<file path="config.mk">
export PLATFORM = sky130hd
export DESIGN_NAME = stack_queue_deque_engine_unit
export DESIGN_NICKNAME = d
export VERILOG_FILES = /design/src/design/sqd_pkg.sv /design/src/design/sqd_ram.sv /design/src/design/sqd_ctrl.sv /design/src/design/sqd_dpath.sv /design/src/design/stack_queue_deque_engine_unit.sv
export SDC_FILE = /design/constraint.sdc
export NUM_CORES = 2
export LEC_CHECK = 0
export ABC_AREA = 0
export ABC_CLOCK_PERIOD_IN_PS = 6900
export BUFFER_PORTS_ARGS = -buffer_cell sky130_fd_sc_hd__buf_2
export CORE_MARGIN = 2
export CORE_UTILIZATION = 35
export DETAILED_ROUTE_END_ITERATION = 8
export GPL_TIMING_DRIVEN = 0
export PLACE_DENSITY = 0.51
export SYNTH_ARGS = -nofsm -noshare
export SYNTH_HDL_FRONTEND = slang
export SYNTH_SLANG_ARGS = --single-unit
export TNS_END_PERCENT = 20
</file>
<file path="constraint.sdc">
create_clock -name clk -period 6.9 [get_ports clk]
set_input_delay 2.07 -clock clk [delete_from_list [all_inputs] [get_ports clk]]
set_output_delay 2.07 -clock clk [all_outputs]
set_load 0.02 [all_outputs]
</file>
<file path="src/design/sqd_pkg.sv">
// Shared types, constants and ring index helper for the deque engine.
// No dependencies; sqd_ctrl, sqd_dpath and the top level refer to it by scoped names.
package sqd_pkg;

  // storage geometry
  localparam int DEPTH      = 64;
  localparam int DATA_WIDTH = 32;
  localparam int PTR_W      = (DEPTH > 1) ? $clog2(DEPTH) : 1;
  localparam int CNT_W      = $clog2(DEPTH + 1);

  // port field widths
  localparam int REQ_W    = 3;
  localparam int VALUE_W  = 32;
  localparam int STATUS_W = 2;
  localparam int COUNT_W  = 7;

  // request codes; the unused code behaves as nop
  typedef enum logic [REQ_W-1:0] {
    REQ_PUSH_TOP = 3'd0,
    REQ_PUSH_BOT = 3'd1,
    REQ_POP      = 3'd2,
    REQ_SWAP     = 3'd3,
    REQ_ROT_L    = 3'd4,
    REQ_ROT_R    = 3'd5,
    REQ_NOP      = 3'd6
  } req_t;

  // result status codes
  typedef enum logic [STATUS_W-1:0] {
    ST_OK         = 2'd0,
    ST_POP_EMPTY  = 2'd1,
    ST_SWAP_SHORT = 2'd2,
    ST_FULL       = 2'd3
  } status_t;

  // controller states
  typedef enum logic [2:0] {
    CS_IDLE,
    CS_POP_DATA,
    CS_SWAP_DATA,
    CS_SWAP_FIX,
    CS_ROTL_DATA,
    CS_ROTR_DATA
  } ctl_state_t;

  // datapath step commands
  typedef enum logic [3:0] {
    DP_NONE,
    DP_PUSH_TOP,
    DP_PUSH_BOT,
    DP_POP_RD,
    DP_POP_FIN,
    DP_SWAP_RD,
    DP_SWAP_WB,
    DP_SWAP_WA,
    DP_ROTL_RD,
    DP_ROTL_FIN,
    DP_ROTR_RD,
    DP_ROTR_FIN
  } dp_op_t;

  // controller to datapath
  typedef struct packed {
    dp_op_t  op;
    logic    done;
    status_t status;
  } dp_cmd_t;

  // datapath to controller
  typedef struct packed {
    logic empty;
    logic full;
    logic two_plus;
  } dp_flags_t;

  // ring index: (ptr + off) mod DEPTH, off no larger than DEPTH
  function automatic logic [PTR_W-1:0] ring_add(input logic [PTR_W-1:0] ptr,
                                                input logic [CNT_W-1:0] off);
    logic [CNT_W:0] sum;
    sum = (CNT_W+1)'(ptr) + (CNT_W+1)'(off);
    if (sum >= (CNT_W+1)'(DEPTH)) begin
      sum = sum - (CNT_W+1)'(DEPTH);
    end
    return PTR_W'(sum);
  endfunction

endpackage

</file>
<file path="src/design/sqd_ram.sv">
// Generic single-write, single-read RAM with registered read data.
// No dependencies.
module sqd_ram #(
  parameter int WIDTH = 32,
  parameter int DEPTH = 64
) (
  input  logic                     clk,
  input  logic                     we,
  input  logic [$clog2(DEPTH)-1:0] waddr,
  input  logic [WIDTH-1:0]         wdata,
  input  logic [$clog2(DEPTH)-1:0] raddr,
  output logic [WIDTH-1:0]         rdata
);

  logic [WIDTH-1:0] mem [DEPTH];

  // write port and registered read port
  always_ff @(posedge clk) begin
    if (we) begin
      mem[waddr] <= wdata;
    end
    rdata <= mem[raddr];
  end

endmodule

</file>
<file path="src/design/sqd_ctrl.sv">
// Request sequencer for the deque engine: decodes a request and steps the
// datapath through its memory cycles. Depends on sqd_pkg.
module sqd_ctrl (
  input  logic                            clk,
  input  logic                            rst,
  input  logic                            start,
  input  logic [sqd_pkg::REQ_W-1:0]       req_type,
  input  sqd_pkg::dp_flags_t              flags,
  output logic                            busy,
  output sqd_pkg::dp_cmd_t                cmd
);

  sqd_pkg::ctl_state_t state;
  sqd_pkg::ctl_state_t state_next;

  // state register
  always_ff @(posedge clk) begin
    if (rst) begin
      state <= sqd_pkg::CS_IDLE;
    end else begin
      state <= state_next;
    end
  end

  // next state and datapath commands
  always_comb begin
    state_next = state;
    cmd.op     = sqd_pkg::DP_NONE;
    cmd.done   = 1'b0;
    cmd.status = sqd_pkg::ST_OK;
    unique case (state)
      sqd_pkg::CS_IDLE: begin
        if (start) begin
          unique case (req_type)
            sqd_pkg::REQ_PUSH_TOP: begin
              cmd.done = 1'b1;
              if (flags.full) begin
                cmd.status = sqd_pkg::ST_FULL;
              end else begin
                cmd.op = sqd_pkg::DP_PUSH_TOP;
              end
            end
            sqd_pkg::REQ_PUSH_BOT: begin
              cmd.done = 1'b1;
              if (flags.full) begin
                cmd.status = sqd_pkg::ST_FULL;
              end else begin
                cmd.op = sqd_pkg::DP_PUSH_BOT;
              end
            end
            sqd_pkg::REQ_POP: begin
              if (flags.empty) begin
                cmd.done   = 1'b1;
                cmd.status = sqd_pkg::ST_POP_EMPTY;
              end else begin
                cmd.op     = sqd_pkg::DP_POP_RD;
                state_next = sqd_pkg::CS_POP_DATA;
              end
            end
            sqd_pkg::REQ_SWAP: begin
              if (!flags.two_plus) begin
                cmd.done   = 1'b1;
                cmd.status = sqd_pkg::ST_SWAP_SHORT;
              end else begin
                cmd.op     = sqd_pkg::DP_SWAP_RD;
                state_next = sqd_pkg::CS_SWAP_DATA;
              end
            end
            sqd_pkg::REQ_ROT_L: begin
              if (!flags.two_plus) begin
                cmd.done = 1'b1;
              end else begin
                cmd.op     = sqd_pkg::DP_ROTL_RD;
                state_next = sqd_pkg::CS_ROTL_DATA;
              end
            end
            sqd_pkg::REQ_ROT_R: begin
              if (!flags.two_plus) begin
                cmd.done = 1'b1;
              end else begin
                cmd.op     = sqd_pkg::DP_ROTR_RD;
                state_next = sqd_pkg::CS_ROTR_DATA;
              end
            end
            default: begin
              cmd.done = 1'b1;
            end
          endcase
        end
      end
      sqd_pkg::CS_POP_DATA: begin
        cmd.op     = sqd_pkg::DP_POP_FIN;
        cmd.done   = 1'b1;
        state_next = sqd_pkg::CS_IDLE;
      end
      sqd_pkg::CS_SWAP_DATA: begin
        cmd.op     = sqd_pkg::DP_SWAP_WB;
        state_next = sqd_pkg::CS_SWAP_FIX;
      end
      sqd_pkg::CS_SWAP_FIX: begin
        cmd.op     = sqd_pkg::DP_SWAP_WA;
        cmd.done   = 1'b1;
        state_next = sqd_pkg::CS_IDLE;
      end
      sqd_pkg::CS_ROTL_DATA: begin
        cmd.op     = sqd_pkg::DP_ROTL_FIN;
        cmd.done   = 1'b1;
        state_next = sqd_pkg::CS_IDLE;
      end
      sqd_pkg::CS_ROTR_DATA: begin
        cmd.op     = sqd_pkg::DP_ROTR_FIN;
        cmd.done   = 1'b1;
        state_next = sqd_pkg::CS_IDLE;
      end
      default: begin
        state_next = sqd_pkg::CS_IDLE;
      end
    endcase
  end

  assign busy = (state != sqd_pkg::CS_IDLE);

  // a swap always takes its second write right after the read data returns
  a_swap_fix: assert property (@(posedge clk) disable iff (rst)
    state == sqd_pkg::CS_SWAP_DATA |=> state == sqd_pkg::CS_SWAP_FIX)
    else $error("swap sequence broken");

  // no datapath step is issued for a request that reported an error
  a_err_no_op: assert property (@(posedge clk) disable iff (rst)
    cmd.done && cmd.status != sqd_pkg::ST_OK |-> cmd.op == sqd_pkg::DP_NONE)
    else $error("failed request changed state");

  // multi-cycle steps never run while idle
  a_busy_steps: assert property (@(posedge clk) disable iff (rst)
    (cmd.op == sqd_pkg::DP_POP_FIN || cmd.op == sqd_pkg::DP_SWAP_WB ||
     cmd.op == sqd_pkg::DP_ROTL_FIN || cmd.op == sqd_pkg::DP_ROTR_FIN) |-> busy)
    else $error("data step outside a busy sequence");

endmodule

</file>
<file path="src/design/sqd_dpath.sv">
// Datapath of the deque engine: ring pointers, fill count, cached top word,
// entry RAM and result registers. Depends on sqd_pkg and sqd_ram.
module sqd_dpath (
  input  logic                          clk,
  input  logic                          rst,
  input  sqd_pkg::dp_cmd_t              cmd,
  input  logic [sqd_pkg::VALUE_W-1:0]   push_value,
  output sqd_pkg::dp_flags_t            flags,
  output logic                          done,
  output logic [sqd_pkg::STATUS_W-1:0]  status,
  output logic [sqd_pkg::VALUE_W-1:0]   top_value,
  output logic [sqd_pkg::COUNT_W-1:0]   element_count
);

  localparam int DW = sqd_pkg::DATA_WIDTH;
  localparam int PW = sqd_pkg::PTR_W;
  localparam int CW = sqd_pkg::CNT_W;

  logic [PW-1:0]   top_ptr;
  logic [CW-1:0]   fill_cnt;
  logic [DW-1:0]   top_word;
  logic            done_q;
  sqd_pkg::status_t status_q;

  logic [PW-1:0]   ptr_inc;
  logic [PW-1:0]   ptr_dec;
  logic [PW-1:0]   ptr_off;
  logic [CW-1:0]   off_sel;
  logic [DW-1:0]   push_word;
  logic            ram_we;
  logic [PW-1:0]   ram_waddr;
  logic [DW-1:0]   ram_wdata;
  logic [PW-1:0]   ram_raddr;
  logic [DW-1:0]   ram_rdata;

  assign push_word = DW'(push_value);

  // ring neighbors of the top
  assign ptr_inc = sqd_pkg::ring_add(top_ptr, CW'(1));
  assign ptr_dec = (top_ptr == '0) ? PW'(sqd_pkg::DEPTH - 1) : top_ptr - PW'(1);
  assign off_sel = (cmd.op == sqd_pkg::DP_ROTR_RD) ? fill_cnt - CW'(1) : fill_cnt;
  assign ptr_off = sqd_pkg::ring_add(top_ptr, off_sel);

  // status toward the controller
  assign flags.empty    = (fill_cnt == '0);
  assign flags.full     = (fill_cnt == CW'(sqd_pkg::DEPTH));
  assign flags.two_plus = (fill_cnt >= CW'(2));

  // memory port selection
  always_comb begin
    ram_we    = 1'b0;
    ram_waddr = ptr_off;
    ram_wdata = top_word;
    ram_raddr = ptr_inc;
    case (cmd.op)
      sqd_pkg::DP_PUSH_TOP: begin
        ram_we    = 1'b1;
        ram_waddr = ptr_dec;
        ram_wdata = push_word;
      end
      sqd_pkg::DP_PUSH_BOT: begin
        ram_we    = 1'b1;
        ram_wdata = push_word;
      end
      sqd_pkg::DP_ROTL_RD: begin
        ram_we = 1'b1;
      end
      sqd_pkg::DP_ROTR_RD: begin
        ram_raddr = ptr_off;
      end
      sqd_pkg::DP_SWAP_WB: begin
        ram_we    = 1'b1;
        ram_waddr = ptr_inc;
      end
      sqd_pkg::DP_SWAP_WA: begin
        ram_we    = 1'b1;
        ram_waddr = top_ptr;
      end
      sqd_pkg::DP_ROTR_FIN: begin
        ram_we    = 1'b1;
        ram_waddr = ptr_dec;
        ram_wdata = ram_rdata;
      end
      default: begin
        ram_we = 1'b0;
      end
    endcase
  end

  sqd_ram #(
    .WIDTH (DW),
    .DEPTH (sqd_pkg::DEPTH)
  ) u_ram (
    .clk   (clk),
    .we    (ram_we),
    .waddr (ram_waddr),
    .wdata (ram_wdata),
    .raddr (ram_raddr),
    .rdata (ram_rdata)
  );

  // pointer and count updates
  always_ff @(posedge clk) begin
    if (rst) begin
      top_ptr  <= '0;
      fill_cnt <= '0;
    end else begin
      case (cmd.op)
        sqd_pkg::DP_PUSH_TOP: begin
          top_ptr  <= ptr_dec;
          fill_cnt <= fill_cnt + CW'(1);
        end
        sqd_pkg::DP_PUSH_BOT: begin
          fill_cnt <= fill_cnt + CW'(1);
        end
        sqd_pkg::DP_POP_FIN: begin
          top_ptr  <= ptr_inc;
          fill_cnt <= fill_cnt - CW'(1);
        end
        sqd_pkg::DP_ROTL_FIN: begin
          top_ptr <= ptr_inc;
        end
        sqd_pkg::DP_ROTR_FIN: begin
          top_ptr <= ptr_dec;
        end
        default: begin
          top_ptr <= top_ptr;
        end
      endcase
    end
  end

  // cached copy of the word at the top
  always_ff @(posedge clk) begin
    case (cmd.op)
      sqd_pkg::DP_PUSH_TOP: begin
        top_word <= push_word;
      end
      sqd_pkg::DP_PUSH_BOT: begin
        if (fill_cnt == '0) begin
          top_word <= push_word;
        end
      end
      sqd_pkg::DP_POP_FIN, sqd_pkg::DP_SWAP_WB, sqd_pkg::DP_ROTL_FIN,
      sqd_pkg::DP_ROTR_FIN: begin
        top_word <= ram_rdata;
      end
      default: begin
        top_word <= top_word;
      end
    endcase
  end

  // result strobe and status
  always_ff @(posedge clk) begin
    if (rst) begin
      done_q <= 1'b0;
    end else begin
      done_q <= cmd.done;
    end
    status_q <= cmd.status;
  end

  assign done          = done_q;
  assign status        = status_q;
  assign top_value     = (fill_cnt == '0) ? '0 : sqd_pkg::VALUE_W'(top_word);
  assign element_count = sqd_pkg::COUNT_W'(fill_cnt);

  // fill count stays within the store
  a_cnt_range: assert property (@(posedge clk) disable iff (rst)
    fill_cnt <= CW'(sqd_pkg::DEPTH))
    else $error("fill count beyond depth");

  // full is reported only with a full store
  a_full_rep: assert property (@(posedge clk) disable iff (rst)
    done_q && status_q == sqd_pkg::ST_FULL |-> fill_cnt == CW'(sqd_pkg::DEPTH))
    else $error("full reported on a store with room");

  // pop on empty is reported only with an empty store
  a_empty_rep: assert property (@(posedge clk) disable iff (rst)
    done_q && status_q == sqd_pkg::ST_POP_EMPTY |-> fill_cnt == '0)
    else $error("pop on empty reported on a filled store");

endmodule

</file>
<file path="src/design/stack_queue_deque_engine_unit.sv">
// Top level of the bounded deque / stack / queue engine.
// Depends on sqd_pkg, sqd_ctrl and sqd_dpath (which holds sqd_ram).
//
//   channel   handshake            word
//   request   start, busy          req_type, push_value
//   result    done (one cycle)     status, top_value, element_count
//
// A request is taken at a clock edge with start high and busy low; its
// result shows on the result ports for one cycle with done high.
// Push, nop, rotate of fewer than two words and every failed request:
// result in the cycle after acceptance.
// Pop and rotate of two or more words read, then finish; swap reads, then
// writes twice; the RAM has one registered read port and one write port.
// rst is synchronous; afterwards the store is empty and top_value reads zero.
// The receiver cannot stall; busy stays high until the result cycle.
module stack_queue_deque_engine_unit (
  input  logic                          clk,
  input  logic                          rst,
  input  logic                          start,
  output logic                          busy,
  input  logic [sqd_pkg::REQ_W-1:0]     req_type,
  input  logic [sqd_pkg::VALUE_W-1:0]   push_value,
  output logic                          done,
  output logic [sqd_pkg::STATUS_W-1:0]  status,
  output logic [sqd_pkg::VALUE_W-1:0]   top_value,
  output logic [sqd_pkg::COUNT_W-1:0]   element_count
);

  sqd_pkg::dp_cmd_t   cmd;
  sqd_pkg::dp_flags_t flags;

  // request sequencer
  sqd_ctrl u_ctrl (
    .clk      (clk),
    .rst      (rst),
    .start    (start),
    .req_type (req_type),
    .flags    (flags),
    .busy     (busy),
    .cmd      (cmd)
  );

  // storage and result registers
  sqd_dpath u_dpath (
    .clk           (clk),
    .rst           (rst),
    .cmd           (cmd),
    .push_value    (push_value),
    .flags         (flags),
    .done          (done),
    .status        (status),
    .top_value     (top_value),
    .element_count (element_count)
  );

endmodule

</file>
==> impl_metrics.ini <==
[status]
outcome = complete, but fails checks
violations = setup timing

[power]
p_total_w = 0.0397
power.leakage_nw = 33.0
ir_drop_mv = 0.245
p_per_area_mw_per_mm2 = 395

[finish]
fin_util_pct = 42.3
final_common_cell = edfxtp_1
drive_gt1_share_pct = 18.9
multi_input_area_mm2 = 0.0204
regArea_mm2 = 0.0635
fin_area_mm2 = 0.101
layout.cells.non_filler = 9506
final_cell_mix = 2080 x edfxtp_1, 930 x nand2_1, 363 x a21oi_1, 318 x mux2i_1, 303 x o22ai_1
fillers = 21400
nNetsFinal = 6198
syn_to_final_growth_pct = 20.2

[worst_setup_path]
end_kind = register
ff2ff_setup_slack_ns = 0.20
cp.arrival_ns = 7.56
cp_common_cell = buf_2
regToRegEndpoint = u_dpath.u_ram.mem[52][3]
reg2reg_depth = 16
startpoint_type = primary input
crit_family = simple AND/OR/NAND/NOR gates
cp_slowest_stage_delay_ns = 1.10
setup.worst_path.end = u_dpath.u_ram.mem[52][3]
crit_slowest_cell = nor2_4
timing.rr.start = u_dpath.element_count[0]
crit_chain = buf_2 -> or4b_1 -> buf_2 -> or4b_4 -> o211a_1 -> a21oi_2 -> buf_2 -> a21oi_1 -> a311oi_1 -> nand3_1 -> nor2_4 -> buf_12
worstPathRequired_ns = 7.41
cp.depth = 12
critical_path.startpoint = start
critical_path_class = in2reg
crit_fanout = 19
cp.buffers_inverters = 4

[die]
io_pins = 81
core_mm2 = 0.238
initial_utilization_pct = 35.2
floorplan.die_area_mm2 = 0.243
fp.dieW_um = 493
die_y_um = 493
num_rows = 179

[timing]
rsz0062_at_grt = yes
worst_slack_ns = -0.151
max_slew.worst_pin.slew_ns = 1.33
setup_viol = 130
fmax_ghz = 0.142
period_share_pct = 102
finalHoldViolations = 0
max-slew-margin-rel_pct = 10.9
fin_skew_ns = 0.0594
slew_viol_final = 0
finalCriticalPeriod_ns = 7.05

[place]
port_buffers = 79
pre_cts_ws_ns = -4.12
place_congestion = 0.960
placed_cell_area_mm2 = 0.0909
hpwl_um = 247000
dp_cells = 9034

[synth]
ys_types = 74
synth_top_cell_area_share_pct = 74.7
postSynth.asyncResetShare_pct = 0
syn-cell-area_mm2 = 0.0836
yosysTopAreaCell = edfxtp_1
synth-seq-area-share_pct = 75.9
yosysWarnings = 0
synthTopCellsByArea = edfxtp_1 75%, nand2_1 4.2%, mux2i_1 3.9%
ys_ff_latch = 2131
syn_nets = 5726
syn_avg_cell_area_um2 = 14.7
syn_inst = 5673
synth_ff_type = edfxtp_1
synth-edff-count = 2080

[global_route]
grt_antenna_before_repair = 38
grt_pass1_vias = 52000
grt_start_max_net_pins = 65
grt_use_total_pct = 28.3
overflow = 0
grt_first_pass_wirelength_um = 465000

[clock_tree]
cts_max_path_buffers = 3
hold_buffers = 0
cts-root-buf = clkbuf_16
clk_pin_slew_worst_paths_ns = 0.06
cts_tree = yes
cts_buffers = 217
clock-sinks = 2131
clock_latency_ns = 0.87
htree_levels = 4

[drt]
wl_met2_um = 155000
route.met3.wl_um = 43100
via_per_inst = 5.97
num_vias = 56700
drc = 0
first_pass_iters = 9
post_drt_wl_per_cell_um = 37.1
ant_nets = 0
wl_met1_um = 133000
drt-total-wl_um = 353000
drtIter0Drc = 9253
top_layer = met5

[hold_path]
min_path_type = reg2reg

[flow_run]
drv_cap = 0
==> state kept, by name, indices dropped and copies added, names as in the netlist <==
name and cells:
u_dpath.u_ram.rdata 32, u_dpath.status 2, u_dpath.done 1, u_dpath.top_word 32
u_ctrl.state 3, u_dpath.element_count 7, u_dpath.top_ptr 6, u_dpath.u_ram.mem 2048
==> worst reg2reg max path, delay by kind of cell, from the launching register on <==
family / cells / cell delay [ns]
AO/OA/AOI/OAI: 2 / 0.52
buffers and inverters: 6 / 1.19
AND/OR/NAND/NOR: 4 / 2.69
flip-flops: 1 / 0.51
XOR/XNOR: 1 / 0.17
adder cells (fa/ha/maj): 3 / 1.22
==> metrics by stage <==
step	setup TNS, ns	hold slack (ns)
2_1_floorplan	-548.21	0.504
3_3_place_gp	-9875.02	0.540
3_5_place_dp	-3627.92	0.543
4_1_cts	-3.17	0.561
5_1_grt	-36.21	0.573
6_report	-5.08	0.562
==> layer usage <==
layer	global-route usage [%]	up-vias
li1	-	22900
met1	36.6	29200
met2	42.4	3799
met3	9.22	814
met4	14.8	20
met5	0	-
==> power by group <==
group	internal, W	total (W)	switching [W]	leakage, nW
sequential	0.0159	0.0160	0.000164	19.1
clock	0.00632	0.0115	0.00522	3.35
combinational	0.00286	0.0121	0.00927	10.5
total	0.0251	0.0397	0.0147	33.0
==> synthesized netlist by cell type (all sizes together), types with 64 or more instances <==
cell	count
clkbuf	176
nand2	936
a21oi	384
mux2i	329
o22ai	320
nor3	67
nand3	224
o221ai	70
nor2	186
buf	185
nor4	85
o21ai	64
edfxtp	2080
or4	96
==> how the worst min path moves through the flow <==
stage          cells after the start                 endpoint  slack [ns]                 startpoint
6_report                           1     u_dpath.top_word[16]        0.56    u_dpath.u_ram.rdata[16]
5_1_grt                            1     u_dpath.top_word[26]        0.57    u_dpath.u_ram.rdata[26]
4_1_cts                            1     u_dpath.top_word[16]        0.56    u_dpath.u_ram.rdata[16]
3_5_place_dp                       1     u_dpath.top_word[30]        0.54    u_dpath.u_ram.rdata[30]
3_3_place_gp                       1     u_dpath.top_word[30]        0.54    u_dpath.u_ram.rdata[30]
2_1_floorplan                      2  u_dpath.u_ram.rdata[16]        0.50  u_dpath.u_ram.mem[32][16]
==> area by class of cell <==
cell class	instances	share of cell area, %
diodes	16	0.0398
plain buffers	355	2.07
clock buffers	270	5.71
clock inverters	127	1.08
inverters	43	0.208
multi-input cells	3138	20.3
flip-flops and latches	2131	63.2
well taps	3167	3.94
repair buffers	259	3.46
==> kinds of logic (layout without fill, tap and decap cells) <==
logic type / Yosys count / in the layout / share of synthesized area [%]
xor+xnor: 30 / 30 / 0.314
buf+inv: 404 / 1054 / 2.11
flops: 2131 / 2131 / 75.9
mux: 381 / 381 / 4.64
simple gates: 1693 / 1693 / 9.08
compound gates: 1019 / 1019 / 7.67
other cells: 0 / 16 / 0
fa+ha+maj: 15 / 15 / 0.234
==> what timing repair did <==
| item | in CTS | in global routing |
|---|---|---|
| setup buffers | 41 | 24 |
| endpoints found under the setup margin | 2080 | 865 |
| gates resized for setup | 452 | 109 |
| pin swaps | 45 | 26 |
(Power assumes the default switching activity.)
